## src/hdl/mnt_pkg.sv

```systemverilog
// Package for the mono note tracker with bend.
// Holds field widths, action codes, the internal op type and the command record.
// No dependencies.
`default_nettype none

package mnt_pkg;

  localparam int ActionW  = 3;
  localparam int NoteW    = 7;
  localparam int WheelW   = 14;
  localparam int CountW   = 8;
  localparam int RangeW   = 5;
  localparam int BendW    = 19;
  localparam int TargetW  = 22;
  localparam int FracW    = 13;
  localparam int NumNotes = 128;

  localparam logic [ActionW-1:0] ActNoteOn  = 3'd0;
  localparam logic [ActionW-1:0] ActNoteOff = 3'd1;
  localparam logic [ActionW-1:0] ActWheel   = 3'd2;
  localparam logic [ActionW-1:0] ActAllOff  = 3'd3;

  localparam logic [RangeW-1:0] RangeMin   = 5'd1;
  localparam logic [RangeW-1:0] RangeMax   = 5'd24;
  localparam logic [RangeW-1:0] RangeReset = 5'd2;

  localparam logic [TargetW-1:0] NoNoteQ13 = 22'h3FE000;

  typedef enum logic [2:0] {
    OP_NOTE_ON,
    OP_NOTE_OFF,
    OP_WHEEL,
    OP_CLEAR,
    OP_NONE
  } op_e;

  typedef struct packed {
    op_e                      op;
    logic [NoteW-1:0]         note;
    logic signed [WheelW-1:0] offset;
  } cmd_t;

endpackage

`default_nettype wire

```

## src/hdl/mnt_if.sv

```systemverilog
// Valid/ready channel interfaces for the mono note tracker.
// Depends on mnt_pkg for field widths.
`default_nettype none

interface mnt_in_if;
  logic                           valid;
  logic                           ready;
  logic [mnt_pkg::ActionW-1:0]    action;
  logic [mnt_pkg::NoteW-1:0]      note_number;
  logic [mnt_pkg::WheelW-1:0]     wheel_value;

  modport source (output valid, output action, output note_number, output wheel_value,
                  input ready);
  modport sink   (input valid, input action, input note_number, input wheel_value,
                  output ready);
endinterface

interface mnt_out_if;
  logic                                valid;
  logic                                ready;
  logic                                note_valid;
  logic [mnt_pkg::NoteW-1:0]           current_note;
  logic [mnt_pkg::CountW-1:0]          held_count;
  logic signed [mnt_pkg::BendW-1:0]    bend_q13;
  logic signed [mnt_pkg::TargetW-1:0]  target_q13;

  modport source (output valid, output note_valid, output current_note, output held_count,
                  output bend_q13, output target_q13, input ready);
  modport sink   (input valid, input note_valid, input current_note, input held_count,
                  input bend_q13, input target_q13, output ready);
endinterface

`default_nettype wire

```

## src/hdl/mnt_front.sv

```systemverilog
// Front end: accepts input transfers, classifies them into commands and
// buffers them in a two-entry queue. Depends on mnt_pkg and mnt_in_if.
`default_nettype none

module mnt_front (
  input  wire logic         clk_i,
  input  wire logic         rst_ni,
  mnt_in_if.sink            in_i,
  input  wire logic         pop_i,
  output logic              cmd_valid_o,
  output mnt_pkg::cmd_t     cmd_o
);
  import mnt_pkg::*;

  cmd_t       entry_q [2];
  logic       wr_ptr_q, wr_ptr_d;
  logic       rd_ptr_q, rd_ptr_d;
  logic [1:0] count_q, count_d;
  logic       push;
  cmd_t       cmd_new;

  always_comb begin
    cmd_new.note   = in_i.note_number;
    cmd_new.offset = $signed({~in_i.wheel_value[WheelW-1], in_i.wheel_value[WheelW-2:0]});
    case (in_i.action)
      ActNoteOn:  cmd_new.op = OP_NOTE_ON;
      ActNoteOff: cmd_new.op = OP_NOTE_OFF;
      ActWheel:   cmd_new.op = OP_WHEEL;
      ActAllOff:  cmd_new.op = OP_CLEAR;
      default:    cmd_new.op = OP_NONE;
    endcase
  end

  assign in_i.ready  = (count_q != 2'd2);
  assign push        = in_i.valid && in_i.ready;
  assign cmd_valid_o = (count_q != 2'd0);
  assign cmd_o       = entry_q[rd_ptr_q];

  always_comb begin
    wr_ptr_d = push  ? ~wr_ptr_q : wr_ptr_q;
    rd_ptr_d = pop_i ? ~rd_ptr_q : rd_ptr_q;
    count_d  = count_q + {1'b0, push} - {1'b0, pop_i};
  end

  always_ff @(posedge clk_i or negedge rst_ni) begin
    if (!rst_ni) begin
      wr_ptr_q <= 1'b0;
      rd_ptr_q <= 1'b0;
      count_q  <= 2'd0;
    end else begin
      wr_ptr_q <= wr_ptr_d;
      rd_ptr_q <= rd_ptr_d;
      count_q  <= count_d;
    end
  end

  always_ff @(posedge clk_i) begin
    if (push) begin
      entry_q[wr_ptr_q] <= cmd_new;
    end
  end

endmodule

`default_nettype wire

```

## src/hdl/mnt_back.sv

```systemverilog
// Back end: executes commands on the held-note map, current note and bend,
// runs the split highest-note search and drives the output register.
// Depends on mnt_pkg and mnt_out_if.
`default_nettype none

module mnt_back (
  input  wire logic                          clk_i,
  input  wire logic                          rst_ni,
  input  wire logic                          cmd_valid_i,
  input  wire mnt_pkg::cmd_t                 cmd_i,
  output logic                               pop_o,
  input  wire logic                          cfg_we_i,
  input  wire logic [mnt_pkg::RangeW-1:0]    cfg_data_i,
  mnt_out_if.source                          out_o
);
  import mnt_pkg::*;

  typedef enum logic [1:0] {
    ST_IDLE,
    ST_PICK,
    ST_FALL,
    ST_REPORT
  } state_e;

  localparam int HalfN = NumNotes / 2;
  localparam int HalfW = $clog2(HalfN);

  state_e                    state_q;
  logic [NumNotes-1:0]       map_q;
  logic [CountW-1:0]         total_q;
  logic                      cur_valid_q;
  logic [NoteW-1:0]          cur_q;
  logic signed [BendW-1:0]   bend_q;
  logic [RangeW-1:0]         range_q;
  logic                      hi_found_q, lo_found_q;
  logic [HalfW-1:0]          hi_idx_q, lo_idx_q;
  logic                      out_valid_q;
  logic                      out_note_valid_q;
  logic [NoteW-1:0]          out_note_q;
  logic [CountW-1:0]         out_count_q;
  logic signed [BendW-1:0]   out_bend_q;
  logic signed [TargetW-1:0] out_target_q;

  logic signed [BendW-1:0]   prod;
  logic [TargetW-1:0]        target_d;
  logic [RangeW-1:0]         range_d;
  logic                      held_now;
  logic                      pick_needed;
  logic                      out_free;

  function automatic logic [HalfW-1:0] top_index(input logic [HalfN-1:0] v);
    logic [HalfW-1:0] idx;
    idx = '0;
    for (int i = 0; i < HalfN; i++) begin
      if (v[i]) idx = i[HalfW-1:0];
    end
    return idx;
  endfunction

  assign pop_o       = (state_q == ST_IDLE) && cmd_valid_i;
  assign held_now    = map_q[cmd_i.note];
  assign pick_needed = (cmd_i.op == OP_NOTE_OFF) && held_now && cur_valid_q
                       && (cur_q == cmd_i.note);
  assign out_free    = !out_valid_q || out_o.ready;
  assign prod        = cmd_i.offset * $signed({1'b0, range_q});

  always_comb begin
    if (cfg_data_i < RangeMin) begin
      range_d = RangeMin;
    end else if (cfg_data_i > RangeMax) begin
      range_d = RangeMax;
    end else begin
      range_d = cfg_data_i;
    end
  end

  always_comb begin
    if (cur_valid_q) begin
      target_d = {2'b00, cur_q, {FracW{1'b0}}}
               + {{(TargetW-BendW){bend_q[BendW-1]}}, bend_q};
    end else begin
      target_d = NoNoteQ13;
    end
  end

  assign out_o.valid        = out_valid_q;
  assign out_o.note_valid   = out_note_valid_q;
  assign out_o.current_note = out_note_q;
  assign out_o.held_count   = out_count_q;
  assign out_o.bend_q13     = out_bend_q;
  assign out_o.target_q13   = out_target_q;

  always_ff @(posedge clk_i or negedge rst_ni) begin
    if (!rst_ni) begin
      state_q          <= ST_IDLE;
      map_q            <= '0;
      total_q          <= '0;
      cur_valid_q      <= 1'b0;
      cur_q            <= '0;
      bend_q           <= '0;
      range_q          <= RangeReset;
      hi_found_q       <= 1'b0;
      lo_found_q       <= 1'b0;
      hi_idx_q         <= '0;
      lo_idx_q         <= '0;
      out_valid_q      <= 1'b0;
      out_note_valid_q <= 1'b0;
      out_note_q       <= '0;
      out_count_q      <= '0;
      out_bend_q       <= '0;
      out_target_q     <= '0;
    end else begin
      if (cfg_we_i) begin
        range_q <= range_d;
      end
      if (state_q == ST_REPORT && out_free) begin
        out_valid_q <= 1'b1;
      end else if (out_o.ready) begin
        out_valid_q <= 1'b0;
      end
      case (state_q)
        ST_IDLE: begin
          if (cmd_valid_i) begin
            state_q <= pick_needed ? ST_PICK : ST_REPORT;
            case (cmd_i.op)
              OP_NOTE_ON: begin
                map_q[cmd_i.note] <= 1'b1;
                if (!held_now) total_q <= total_q + 8'd1;
                cur_valid_q <= 1'b1;
                cur_q       <= cmd_i.note;
              end
              OP_NOTE_OFF: begin
                if (held_now) begin
                  map_q[cmd_i.note] <= 1'b0;
                  total_q           <= total_q - 8'd1;
                end
              end
              OP_WHEEL: begin
                bend_q <= prod;
              end
              OP_CLEAR: begin
                map_q       <= '0;
                total_q     <= '0;
                cur_valid_q <= 1'b0;
                cur_q       <= '0;
              end
              default: begin
              end
            endcase
          end
        end
        ST_PICK: begin
          hi_found_q <= |map_q[NumNotes-1:HalfN];
          lo_found_q <= |map_q[HalfN-1:0];
          hi_idx_q   <= top_index(map_q[NumNotes-1:HalfN]);
          lo_idx_q   <= top_index(map_q[HalfN-1:0]);
          state_q    <= ST_FALL;
        end
        ST_FALL: begin
          if (hi_found_q) begin
            cur_valid_q <= 1'b1;
            cur_q       <= {1'b1, hi_idx_q};
          end else if (lo_found_q) begin
            cur_valid_q <= 1'b1;
            cur_q       <= {1'b0, lo_idx_q};
          end else begin
            cur_valid_q <= 1'b0;
            cur_q       <= '0;
          end
          state_q <= ST_REPORT;
        end
        ST_REPORT: begin
          if (out_free) begin
            out_note_valid_q <= cur_valid_q;
            out_note_q       <= cur_valid_q ? cur_q : '0;
            out_count_q      <= total_q;
            out_bend_q       <= bend_q;
            out_target_q     <= target_d;
            state_q          <= ST_IDLE;
          end
        end
        default: begin
          state_q <= ST_IDLE;
        end
      endcase
    end
  end

endmodule

`default_nettype wire

```

## src/hdl/mono_note_tracker_with_bend_unit.sv

```systemverilog
// Top level of the mono note tracker with bend: front end, command queue, back end.
// Depends on mnt_pkg, mnt_if, mnt_front and mnt_back.
//
//   port        dir  handshake          carries
//   in_i        in   valid/ready        action, note_number, wheel_value
//   out_o       out  valid/ready        note_valid, current_note, held_count,
//                                       bend_q13, target_q13
//   cfg_*_i     in   write enable only  bend_range (clamped to 1..24)
//
// Each item yields one result transfer via the back end's idle and report states;
// a note off of the current note adds the highest-held search (pick, fall).
// The back end executes one item at a time; the two-entry queue keeps input
// transfers flowing while it works. Reset clears the held-note map, count,
// current note and bend at once, and sets the range to 2.
// An output stall holds the back end in its report state.
`default_nettype none

module mono_note_tracker_with_bend_unit (
  input  wire logic                        clk_i,
  input  wire logic                        rst_ni,
  mnt_in_if.sink                           in_i,
  mnt_out_if.source                        out_o,
  input  wire logic                        cfg_we_i,
  input  wire logic [mnt_pkg::RangeW-1:0]  cfg_data_i
);
  import mnt_pkg::*;

  logic cmd_valid;
  logic cmd_pop;
  cmd_t cmd;

  mnt_front u_front (
    .clk_i       (clk_i),
    .rst_ni      (rst_ni),
    .in_i        (in_i),
    .pop_i       (cmd_pop),
    .cmd_valid_o (cmd_valid),
    .cmd_o       (cmd)
  );

  mnt_back u_back (
    .clk_i       (clk_i),
    .rst_ni      (rst_ni),
    .cmd_valid_i (cmd_valid),
    .cmd_i       (cmd),
    .pop_o       (cmd_pop),
    .cfg_we_i    (cfg_we_i),
    .cfg_data_i  (cfg_data_i),
    .out_o       (out_o)
  );

endmodule

`default_nettype wire

```

## src/flat_wrapper.sv

```systemverilog
// flat-port wrapper written by rule: the top's interface ports become plain ports
module mono_note_tracker_with_bend_unit_flat import mnt_pkg::*;
  (clk_i, rst_ni, cfg_we_i, cfg_data_i, in_i_valid, in_i_action, in_i_note_number, in_i_wheel_value, in_i_ready, out_o_valid, out_o_note_valid, out_o_current_note, out_o_held_count, out_o_bend_q13, out_o_target_q13, out_o_ready);
  mnt_in_if in_i_i ();
  mnt_out_if out_o_i ();
  input  wire logic clk_i;
  input  wire logic rst_ni;
  input  wire logic cfg_we_i;
  input  wire logic [mnt_pkg::RangeW-1:0] cfg_data_i;
  input wire logic [$bits(in_i_i.valid)-1:0] in_i_valid;
  input wire logic [$bits(in_i_i.action)-1:0] in_i_action;
  input wire logic [$bits(in_i_i.note_number)-1:0] in_i_note_number;
  input wire logic [$bits(in_i_i.wheel_value)-1:0] in_i_wheel_value;
  output wire logic [$bits(in_i_i.ready)-1:0] in_i_ready;
  output wire logic [$bits(out_o_i.valid)-1:0] out_o_valid;
  output wire logic [$bits(out_o_i.note_valid)-1:0] out_o_note_valid;
  output wire logic [$bits(out_o_i.current_note)-1:0] out_o_current_note;
  output wire logic [$bits(out_o_i.held_count)-1:0] out_o_held_count;
  output wire logic [$bits(out_o_i.bend_q13)-1:0] out_o_bend_q13;
  output wire logic [$bits(out_o_i.target_q13)-1:0] out_o_target_q13;
  input wire logic [$bits(out_o_i.ready)-1:0] out_o_ready;
  assign in_i_i.valid = in_i_valid;
  assign in_i_i.action = in_i_action;
  assign in_i_i.note_number = in_i_note_number;
  assign in_i_i.wheel_value = in_i_wheel_value;
  assign in_i_ready = in_i_i.ready;
  assign out_o_valid = out_o_i.valid;
  assign out_o_note_valid = out_o_i.note_valid;
  assign out_o_current_note = out_o_i.current_note;
  assign out_o_held_count = out_o_i.held_count;
  assign out_o_bend_q13 = out_o_i.bend_q13;
  assign out_o_target_q13 = out_o_i.target_q13;
  assign out_o_i.ready = out_o_ready;
  mono_note_tracker_with_bend_unit u_core (.clk_i(clk_i), .rst_ni(rst_ni), .in_i(in_i_i), .out_o(out_o_i), .cfg_we_i(cfg_we_i), .cfg_data_i(cfg_data_i));
endmodule
```

## config.mk

```make
export PLATFORM = sky130hd
export DESIGN_NAME = mono_note_tracker_with_bend_unit_flat
export DESIGN_NICKNAME = d
export VERILOG_FILES = /design/src/hdl/mnt_pkg.sv /design/src/hdl/mnt_if.sv /design/src/hdl/mnt_front.sv /design/src/hdl/mnt_back.sv /design/src/hdl/mono_note_tracker_with_bend_unit.sv /design/src/flat_wrapper.sv
export SDC_FILE = /design/constraint.sdc
export NUM_CORES = 1
export LEC_CHECK = 0
export CELL_PAD_IN_SITES_DETAIL_PLACEMENT = 1
export CELL_PAD_IN_SITES_GLOBAL_PLACEMENT = 1
export CORE_UTILIZATION = 54
export CTS_CLUSTER_SIZE = 16
export DETAILED_ROUTE_END_ITERATION = 12
export DONT_BUFFER_PORTS = 1
export HOLD_SLACK_MARGIN = 0.05
export PLACE_DENSITY = 0.95
export SKIP_LAST_GASP = 1
export SYNTH_ARGS = -nofsm -noshare
export SYNTH_HDL_FRONTEND = slang
export SYNTH_HIERARCHICAL = 1
export SYNTH_SLANG_ARGS = --single-unit
```

## constraint.sdc

```tcl
create_clock -name clk_i -period 7.05 [get_ports clk_i]
set_clock_uncertainty 0.05 [all_clocks]
set_input_delay 1.41 -clock clk_i [delete_from_list [all_inputs] [get_ports clk_i]]
set_output_delay 1.41 -clock clk_i [all_outputs]
set_load 0.02 [all_outputs]
```

==> results of run 1 <==
[logic make-up (layout without fill, tap and decap cells)]
group | count (synthesis) | in the layout | synth area share, %
AO/OA/AOI/OAI | 649 | 649 | 20.59
XOR/XNOR | 38 | 38 | 1.869
adder cells (fa/ha/maj) | 97 | 97 | 8.672
buffers and inverters | 193 | 159 | 4.772
flip-flops | 294 | 294 | 42.68
multiplexers | 76 | 76 | 5.966
AND/OR/NAND/NOR | 586 | 586 | 15.45
[worst reg2reg max path, stage by stage, from the launching register on]
cell and delay (ps):
dfrtp_1 840, mux2_4 400, and2_1 190, fa_1 560
inv_1 70, fa_1 470, fa_1 570, inv_1 50
ha_1 360, a21o_1 200, a21oi_1 320, o21ai_0 210
o41ai_1 700, o211ai_1 270, a31oi_1 260, xor2_1 190
o21ai_0 120
[through the flow]
stage	instances	cell area, sq um	setup WS [ps]	total power [mW]	util, %
floorplan	1933	17800	2249	6.302	-
CTS	2341	19040	1277	10.03	58.67
detailed placement	2286	17990	1448	7.941	55.43
global route	2341	19040	958.3	10.70	58.67
global placement	2286	17990	1752	7.363	55.43
finish	2341	19040	1069	10.39	58.67
[how the worst max path moves through the flow]
stage	startpoint	to	cells past startpoint
after floorplan	u_core/u_front/rd_ptr_q$_DFFE_PN0P_	u_core/u_back/bend_q[15]$_DFFE_PN0P_	18
after global placement	u_core/u_front/rd_ptr_q$_DFFE_PN0P_	u_core/u_back/bend_q[15]$_DFFE_PN0P_	16
after detailed placement	u_core/u_front/rd_ptr_q$_DFFE_PN0P_	u_core/u_back/bend_q[17]$_DFFE_PN0P_	16
after CTS	u_core/u_front/rd_ptr_q$_DFFE_PN0P_	u_core/u_back/bend_q[17]$_DFFE_PN0P_	16
after global routing	u_core/u_front/rd_ptr_q$_DFFE_PN0P_	u_core/u_back/bend_q[17]$_DFFE_PN0P_	16
final	u_core/u_front/rd_ptr_q$_DFFE_PN0P_	u_core/u_back/bend_q[17]$_DFFE_PN0P_	16
[flip-flops by register name (all words and copies together) (netlist names), 7 cells and up]
name,flops
u_core/u_back/map_q,128
u_core/u_back/out_o.held_count,8
u_core/u_back/out_o.target_q13,22
u_core/u_back/bend_q,19
u_core/u_back/out_o.current_note,7
u_core/u_back/total_q,8
u_core/u_back/cur_q,7
u_core/u_back/out_o.bend_q13,19
u_core/u_front/entry_q,48
[layout make-up]
| class | count | area share [%] |
|---|---|---|
| clock buffer | 44 | 4.981 |
| clock inverter | 11 | 0.5454 |
| inverter | 86 | 1.695 |
| multi-input combinational | 1446 | 49.26 |
| sequential | 294 | 39.90 |
| tap | 442 | 2.904 |
| timing repair buffer | 18 | 0.7096 |
[synth_stat cells (all sizes together) (17+ instances only)]
| cell | instances |
|---|---|
| a21oi | 200 |
| and2 | 44 |
| nor2b | 17 |
| a31oi | 18 |
| dfrtp | 245 |
| xor2 | 17 |
| mux2i | 18 |
| nor2 | 127 |
| o21ai | 310 |
| clkbuf | 75 |
| ha | 53 |
| buf | 32 |
| nor4 | 29 |
| nor3 | 35 |
| inv | 86 |
| mux2 | 46 |
| nand3 | 36 |
| xnor2 | 21 |
| edfxtp | 48 |
| fa | 44 |
| nand2 | 231 |
[power breakdown]
part,switching [mW],internal (mW)
clock network,0.731,0.986
logic,3.86,1.97
registers,0.676,2.17
total,5.27,5.12
[per-layer routing]
metal  up-vias  track usage [%]
met2      1481            64.11
li1       6755                -
met3       536            14.48
met5         -            2.074
met4         2            27.63
met1      8364            50.71
==> summary.txt, run 1 <==
Detailed routing
  • Antenna-violating nets left: 0
  • Max layer used: met5
  • Vias per cell: 7.321
  • Routed met1 length: ~25 mm
  • DR vias: around 17000
  • WL met3: between 9 and 10 mm
  • Drt drc: 0
  • WL met2: 30.87 mm
  • DR WL/cell: ~30 um
  • DRT iter0 DRCs: around 2700
  • First-pass iteration count of the detailed router: 7
  • Post-Route WL: approximately 70 mm

Cells and area
  • Synth-to-layout area growth: 6.950%
  • # fillers: about 3600
  • Multi-input gate area: 9380 sq um
  • Sequential cell area: about 7600 sq um
  • Most common cell after layout, fill and taps aside: o21ai_0
  • Post-layout nets: between 2000 and 2500
  • Inserted Diodes: 0
  • Share of cells above drive strength 1: 7.741%
  • Most frequent cells in the layout: 308 x o21ai_0, 245 x dfrtp_1, 231 x nand2_1, 198 x a21oi_1, 126 x nor2_1

Floorplan
  • CORE AREA: ~32000 sq um
  • Die ar.: between 30000 and 40000 sq um
  • DIE WIDTH: approximately 180 um
  • Initial Utilization: between 50% and 60%
  • I/O pin count: 93
  • Die span in y: 183.6 um
  • FP Rows: 66

Clocking
  • Post-cts repair resize count: 0
  • CTS buffer count: 34
  • CTS root buf: clkbuf_16
  • CTS clock-pin slew for the worst setup and hold paths: approximately 70 ps
  • CTS max path bufs: 3
  • Worst-Skew Late Latency: 540 ps
  • TritonCTS clock tree: done
  • H-tree depth: 2
  • Clk sink count: just under 300
  • Postcts setup bufs: 0
  • Hold buffers post-CTS: 0

Timing
  • Fmax: about 0.17 GHz
  • Worst-Margin Slew: approximately 1300 ps
  • Total negative setup slack: 0 ps
  • Tcrit/Tclk final: around 85%
  • Max-slew violations: 0
  • Setup violations, final: 0
  • Slew margin rel.: 14.20%
  • Min Hold Slack: roughly 460 ps
  • Fin. Hold Viols: 0
  • RSZ-0062 raised after global routing: no
  • Min Tclk post-route: 5981 ps

Logic synthesis
  • Syn. warnings: 6
  • Synth area leaders: dfrtp_1 34%, o21ai_0 8.7%, edfxtp_1 8.1%, a21oi_1 5.6%, fa_1 4.9%
  • Synthesized area per cell: about 9.2 sq um
  • Cell variety after synth: 80
  • Seq/Total Area, Yosys: between 40% and 50%
  • Post-synth top area cell: dfrtp_1
  • Yosys top cell area share: between 30% and 40%
  • Fraction of registers with async set/reset: about 84%
  • Synthesized area: between 15000 and 20000 sq um
  • Post-synthesis cell count: 1933
  • Flops & latches, synth: roughly 300
  • Primary FF master, synth: dfrtp_1
  • EDFF count, synth: between 40 and 50
  • Mapped Nets: between 2000 and 2500

Min path
  • Hold_sp: u_core/u_back/lo_idx_q[5]$_DFFE_PN0N_
  • Hold depth: 1
  • Worst hold-check path type: reg2reg
  • Min-Delay Endpoint: u_core/u_back/lo_idx_q[5]$_DFFE_PN0N_

Placed design
  • DP Wirelength: 42.41 mm
  • IO buf count: 0
  • RePlAce Congestion: about 0.99

Setup path
  • Critical path peak fanout: 13
  • R2R setup slack: 1070 ps
  • Worst reg-to-reg path cell count: 16
  • Critical path buffer and inverter count: 2
  • Cell family with most CP delay: compound AO/OA/AOI/OAI gates
  • Crit end category: flop
  • Reg2reg start: u_core/u_front/rd_ptr_q$_DFFE_PN0P_
  • CP required: around 7400 ps
  • Worst reg2reg endpoint: u_core/u_back/bend_q[17]$_DFFE_PN0P_
  • WS Path Type: reg2reg
  • Worst-path cell chain: mux2_4, and2_1, fa_1, inv_1, fa_1, fa_1, inv_1, ha_1, a21o_1, a21oi_1, o21ai_0, o41ai_1, o211ai_1, a31oi_1, xor2_1, o21ai_0
  • Crit-path slowest cell: dfrtp_1
  • Critical path startpoint category: flop
  • CP max stage delay: approximately 840 ps
  • Most common cell on crit path: fa_1
  • Data arrival time of the worst path: ~6300 ps

Power
  • PwrDens: approximately 550 nW/um^2
  • VDD IR max: 248.5 uV
  • Leak Pwr: 8.439 nW

Global routing
  • Largest net degree at the start of global routing: 247
  • Vias in the first global route: between 15000 and 20000
  • Global route total overflow: 0
  • First-pass GRT wire length: between 100 and 150 mm
  • All-Layer GR Usage: roughly 42%
  • Initial antenna violation count: 1

Run status
  • Outcome: complete, no violations

Job
  • MaxCap Viol Count: 0
No activity file was read; power rests on OpenSTA's default activity.
==> run 2, diff against run 1 <==
--- a/config.mk
+++ b/config.mk
@@ -7,12 +7,12 @@
 export LEC_CHECK = 0
 export CELL_PAD_IN_SITES_DETAIL_PLACEMENT = 1
 export CELL_PAD_IN_SITES_GLOBAL_PLACEMENT = 1
-export CORE_UTILIZATION = 54
+export CORE_UTILIZATION = 46
 export CTS_CLUSTER_SIZE = 16
 export DETAILED_ROUTE_END_ITERATION = 12
 export DONT_BUFFER_PORTS = 1
 export HOLD_SLACK_MARGIN = 0.05
-export PLACE_DENSITY = 0.95
+export PLACE_DENSITY = 0.87
 export SKIP_LAST_GASP = 1
 export SYNTH_ARGS = -nofsm -noshare
 export SYNTH_HDL_FRONTEND = slang
==> constraint.sdc (replaced) <==
create_clock -name clk_i -period 5.4 [get_ports clk_i]
set_clock_uncertainty 0.05 [all_clocks]
set_input_delay 1.08 -clock clk_i [delete_from_list [all_inputs] [get_ports clk_i]]
set_output_delay 1.08 -clock clk_i [all_outputs]
set_load 0.02 [all_outputs]
==> summary.txt, run 2 (synthesis gave the netlist of run 1 again) <==
Setup path
  • Worst setup path start: u_core/u_front/rd_ptr_q$_DFFE_PN0P_
  • Data arrival time of the worst path: 5470 ps (-850 ps)
  • Reg2reg start: u_core/u_front/rd_ptr_q$_DFFE_PN0P_
  • CP required: 5770 ps (-1620 ps)
  • Cell family with most CP delay: adder cells
  • Worst-path cell chain: mux2_4, and2_1, fa_1, inv_1, fa_1, fa_1, inv_1, ha_1, a21o_1, a21oi_1, o21ai_0, o41ai_1, buf_4, o21ai_0, o22ai_1, xor2_1, o21ai_0
  • Critical path peak fanout: 8 (-5)
  • Crit-path slowest cell: fa_1
  • WS Path Type: reg2reg
  • Critical path buffer and inverter count: 3 (+1)
  • CP max stage delay: 570 ps (-270 ps)
  • Crit end category: flop
  • Critical path startpoint category: flop

Cells and area
  • Largest reg by FF count: u_core/u_back/map_q
  • Post-layout nets: 2018 (+0.35%)
  • Synth-to-layout area growth: 8.517%
  • Max reg flops: 128 (unchanged)
  • Share of cells above drive strength 1: 8.525% (+0.78 points)
  • # fillers: 4354 (+20%)
  • Final std cells w/o fill: 2424 (+3.5%)
  • Most common cell after layout, fill and taps aside: o21ai_0
  • Most frequent cells in the layout: 308 x o21ai_0, 244 x dfrtp_1, 231 x nand2_1, 198 x a21oi_1, 126 x nor2_1

Timing
  • Setup violations, final: 0 (unchanged)
  • RSZ-0062 raised after global routing: no
  • Worst-Margin Slew: 1210 ps (-76.90 ps)
  • Fmax: 0.1962 GHz (+17%)
  • Fin. Hold Viols: 0 (unchanged)
  • Total negative setup slack: 0 ps (unchanged)
  • Max-slew violations: 0 (unchanged)
  • Tcrit/Tclk final: 94.37% (+9.5 points)
  • Min Tclk post-route: 5096 ps (-885.4 ps)
  • Slew margin rel.: 19.33% (+5.1 points)
  • Setup ws final: 303.9 ps (-764.6 ps)

Clocking
  • Post-cts repair resize count: 0 (unchanged)
  • CTS max path bufs: 3 (unchanged)
  • TritonCTS clock tree: done
  • Hold buffers post-CTS: 0 (unchanged)
  • Clk sink count: 294 (unchanged)
  • CTS clock-pin slew for the worst setup and hold paths: 60 ps (about the same)
  • H-tree depth: 2 (unchanged)
  • Worst-Skew Late Latency: 550 ps (about the same)
  • CTS root buf: clkbuf_16
  • CTS buffer count: 35 (+2.9%)
  • Postcts setup bufs: 0 (unchanged)

Placed design
  • RePlAce Congestion: 0.9640 (-2.4%)
  • Dpl ws: 304.9 ps (-1143 ps)
  • DP Wirelength: 40.24 mm (-5.1%)
  • DP Cell Count: 2361 (+3.3%)
  • IO buf count: 0 (unchanged)

Detailed routing
  • DR vias: 15747 (-8.1%)
  • Drt drc: 0 (unchanged)
  • DRT iter0 DRCs: 1478 (-45%)
  • DR WL/cell: 25.13 um (-16%)
  • Antenna-violating nets left: 0 (unchanged)
  • Post-Route WL: 60.91 mm (-13%)
  • Vias per cell: 6.496 (-11%)
  • First-pass iteration count of the detailed router: 5 (-2)

Floorplan
  • FP Rows: 71 (+7.6%)
  • DIE WIDTH: 198.7 um (+8.3%)
  • Die ar.: 39500 sq um (+17%)
  • I/O pin count: 93 (unchanged)
  • Initial Utilization: 47.05% (-7.8 points)
  • CORE AREA: 37840 sq um (+17%)
  • Die span in y: 198.7 um (+8.3%)

Global routing
  • Initial antenna violation count: 1 (unchanged)
  • First-pass GRT wire length: 93.84 mm (-13%)
  • Vias in the first global route: 16378 (-9.5%)
  • All-Layer GR Usage: 30.83% (-11 points)
  • Global route total overflow: 0 (unchanged)
  • Largest net degree at the start of global routing: 247 (unchanged)

Run status
  • Outcome: complete, no violations

Min path
  • Worst hold-check path type: in2async

Power
  • VDD IR max: 295.1 uV (+19%)
  • Leak Pwr: 8.540 nW (+1.2%)
  • PwrDens: 670.7 nW/um^2 (+23%)

Job
  • MaxCap Viol Count: 0 (unchanged)
run 2: cell type report:
class / instances / area [sq um] / area share [%]
repair buffers: 24 / 205.2 / 1.062
well taps: 511 / 639.4 / 3.309
clock buffers: 47 / 1011 / 5.232
flip-flops and latches: 294 / 7600 / 39.33
multi-input cells: 1446 / 9374 / 48.52
inverters: 86 / 322.8 / 1.671
clock inverters: 15 / 166.4 / 0.8613
diodes: 1 / 2.502 / 0.01295
run 2: power breakdown:
part | internal, mW | switching (mW)
clock | 1.46 | 0.983
combinational | 2.55 | 4.35
sequential | 2.83 | 0.791
total | 6.84 | 6.12
run 2: worst paths after layout:
path / endpoint / slack (ps) / cells past startpoint
max: u_core/u_back/bend_q[15]$_DFFE_PN0P_ / 300 / 17
min: u_core/u_back/map_q[1]$_DFFE_PN0P_ / 200 / 0
max reg2reg: u_core/u_back/bend_q[15]$_DFFE_PN0P_ / 300 / 17
min reg2reg: u_core/u_back/lo_idx_q[5]$_DFFE_PN0N_ / 450 / 1
max in group asynchronous: u_core/u_back/out_o.bend_q13[3]$_DFFE_PN0P_ / 4680 / 0
min in group clk_i: u_core/u_back/lo_idx_q[5]$_DFFE_PN0N_ / 450 / 1
run 2: worst reg2reg max path: cells and delay by family, from the launching register on:
| family | cells | cell delay [ps] |
|---|---|---|
| DFF | 1 | 520 |
| AOI/OAI and AO/OA | 7 | 1380 |
| xor gates and xnor gates | 1 | 200 |
| muxes | 1 | 370 |
| and+or+nand+nor | 1 | 190 |
| buffers and inverters | 3 | 310 |
| adders and majority gates | 4 | 1960 |
run 2: layer usage:
| metal | up-vias | wire length, um | share of wire (%) | GRT usage (%) |
|---|---|---|---|---|
| li1 | 6776 | - | - | - |
| met1 | 8016 | 24730 | 41 | 39.69 |
| met2 | 766 | 28490 | 47 | 49.78 |
| met3 | 189 | 5227 | 8.6 | 7.002 |
| met4 | 0 | 2460 | 4.0 | 13.22 |
| met5 | - | 0 | 0 | 0 |
run 2: per-stage QoR:
stage	power (mW)	hold slack [ps]	cell area, sq um	utilization [%]
after floorplan	8.228	406.0	17800	-
after global placement	9.644	425.7	18140	47.93
after detailed placement	10.22	441.6	18140	47.93
after CTS	12.81	170.2	19320	51.04
after global routing	13.63	180.1	19320	51.05
final	12.96	198.1	19320	51.05
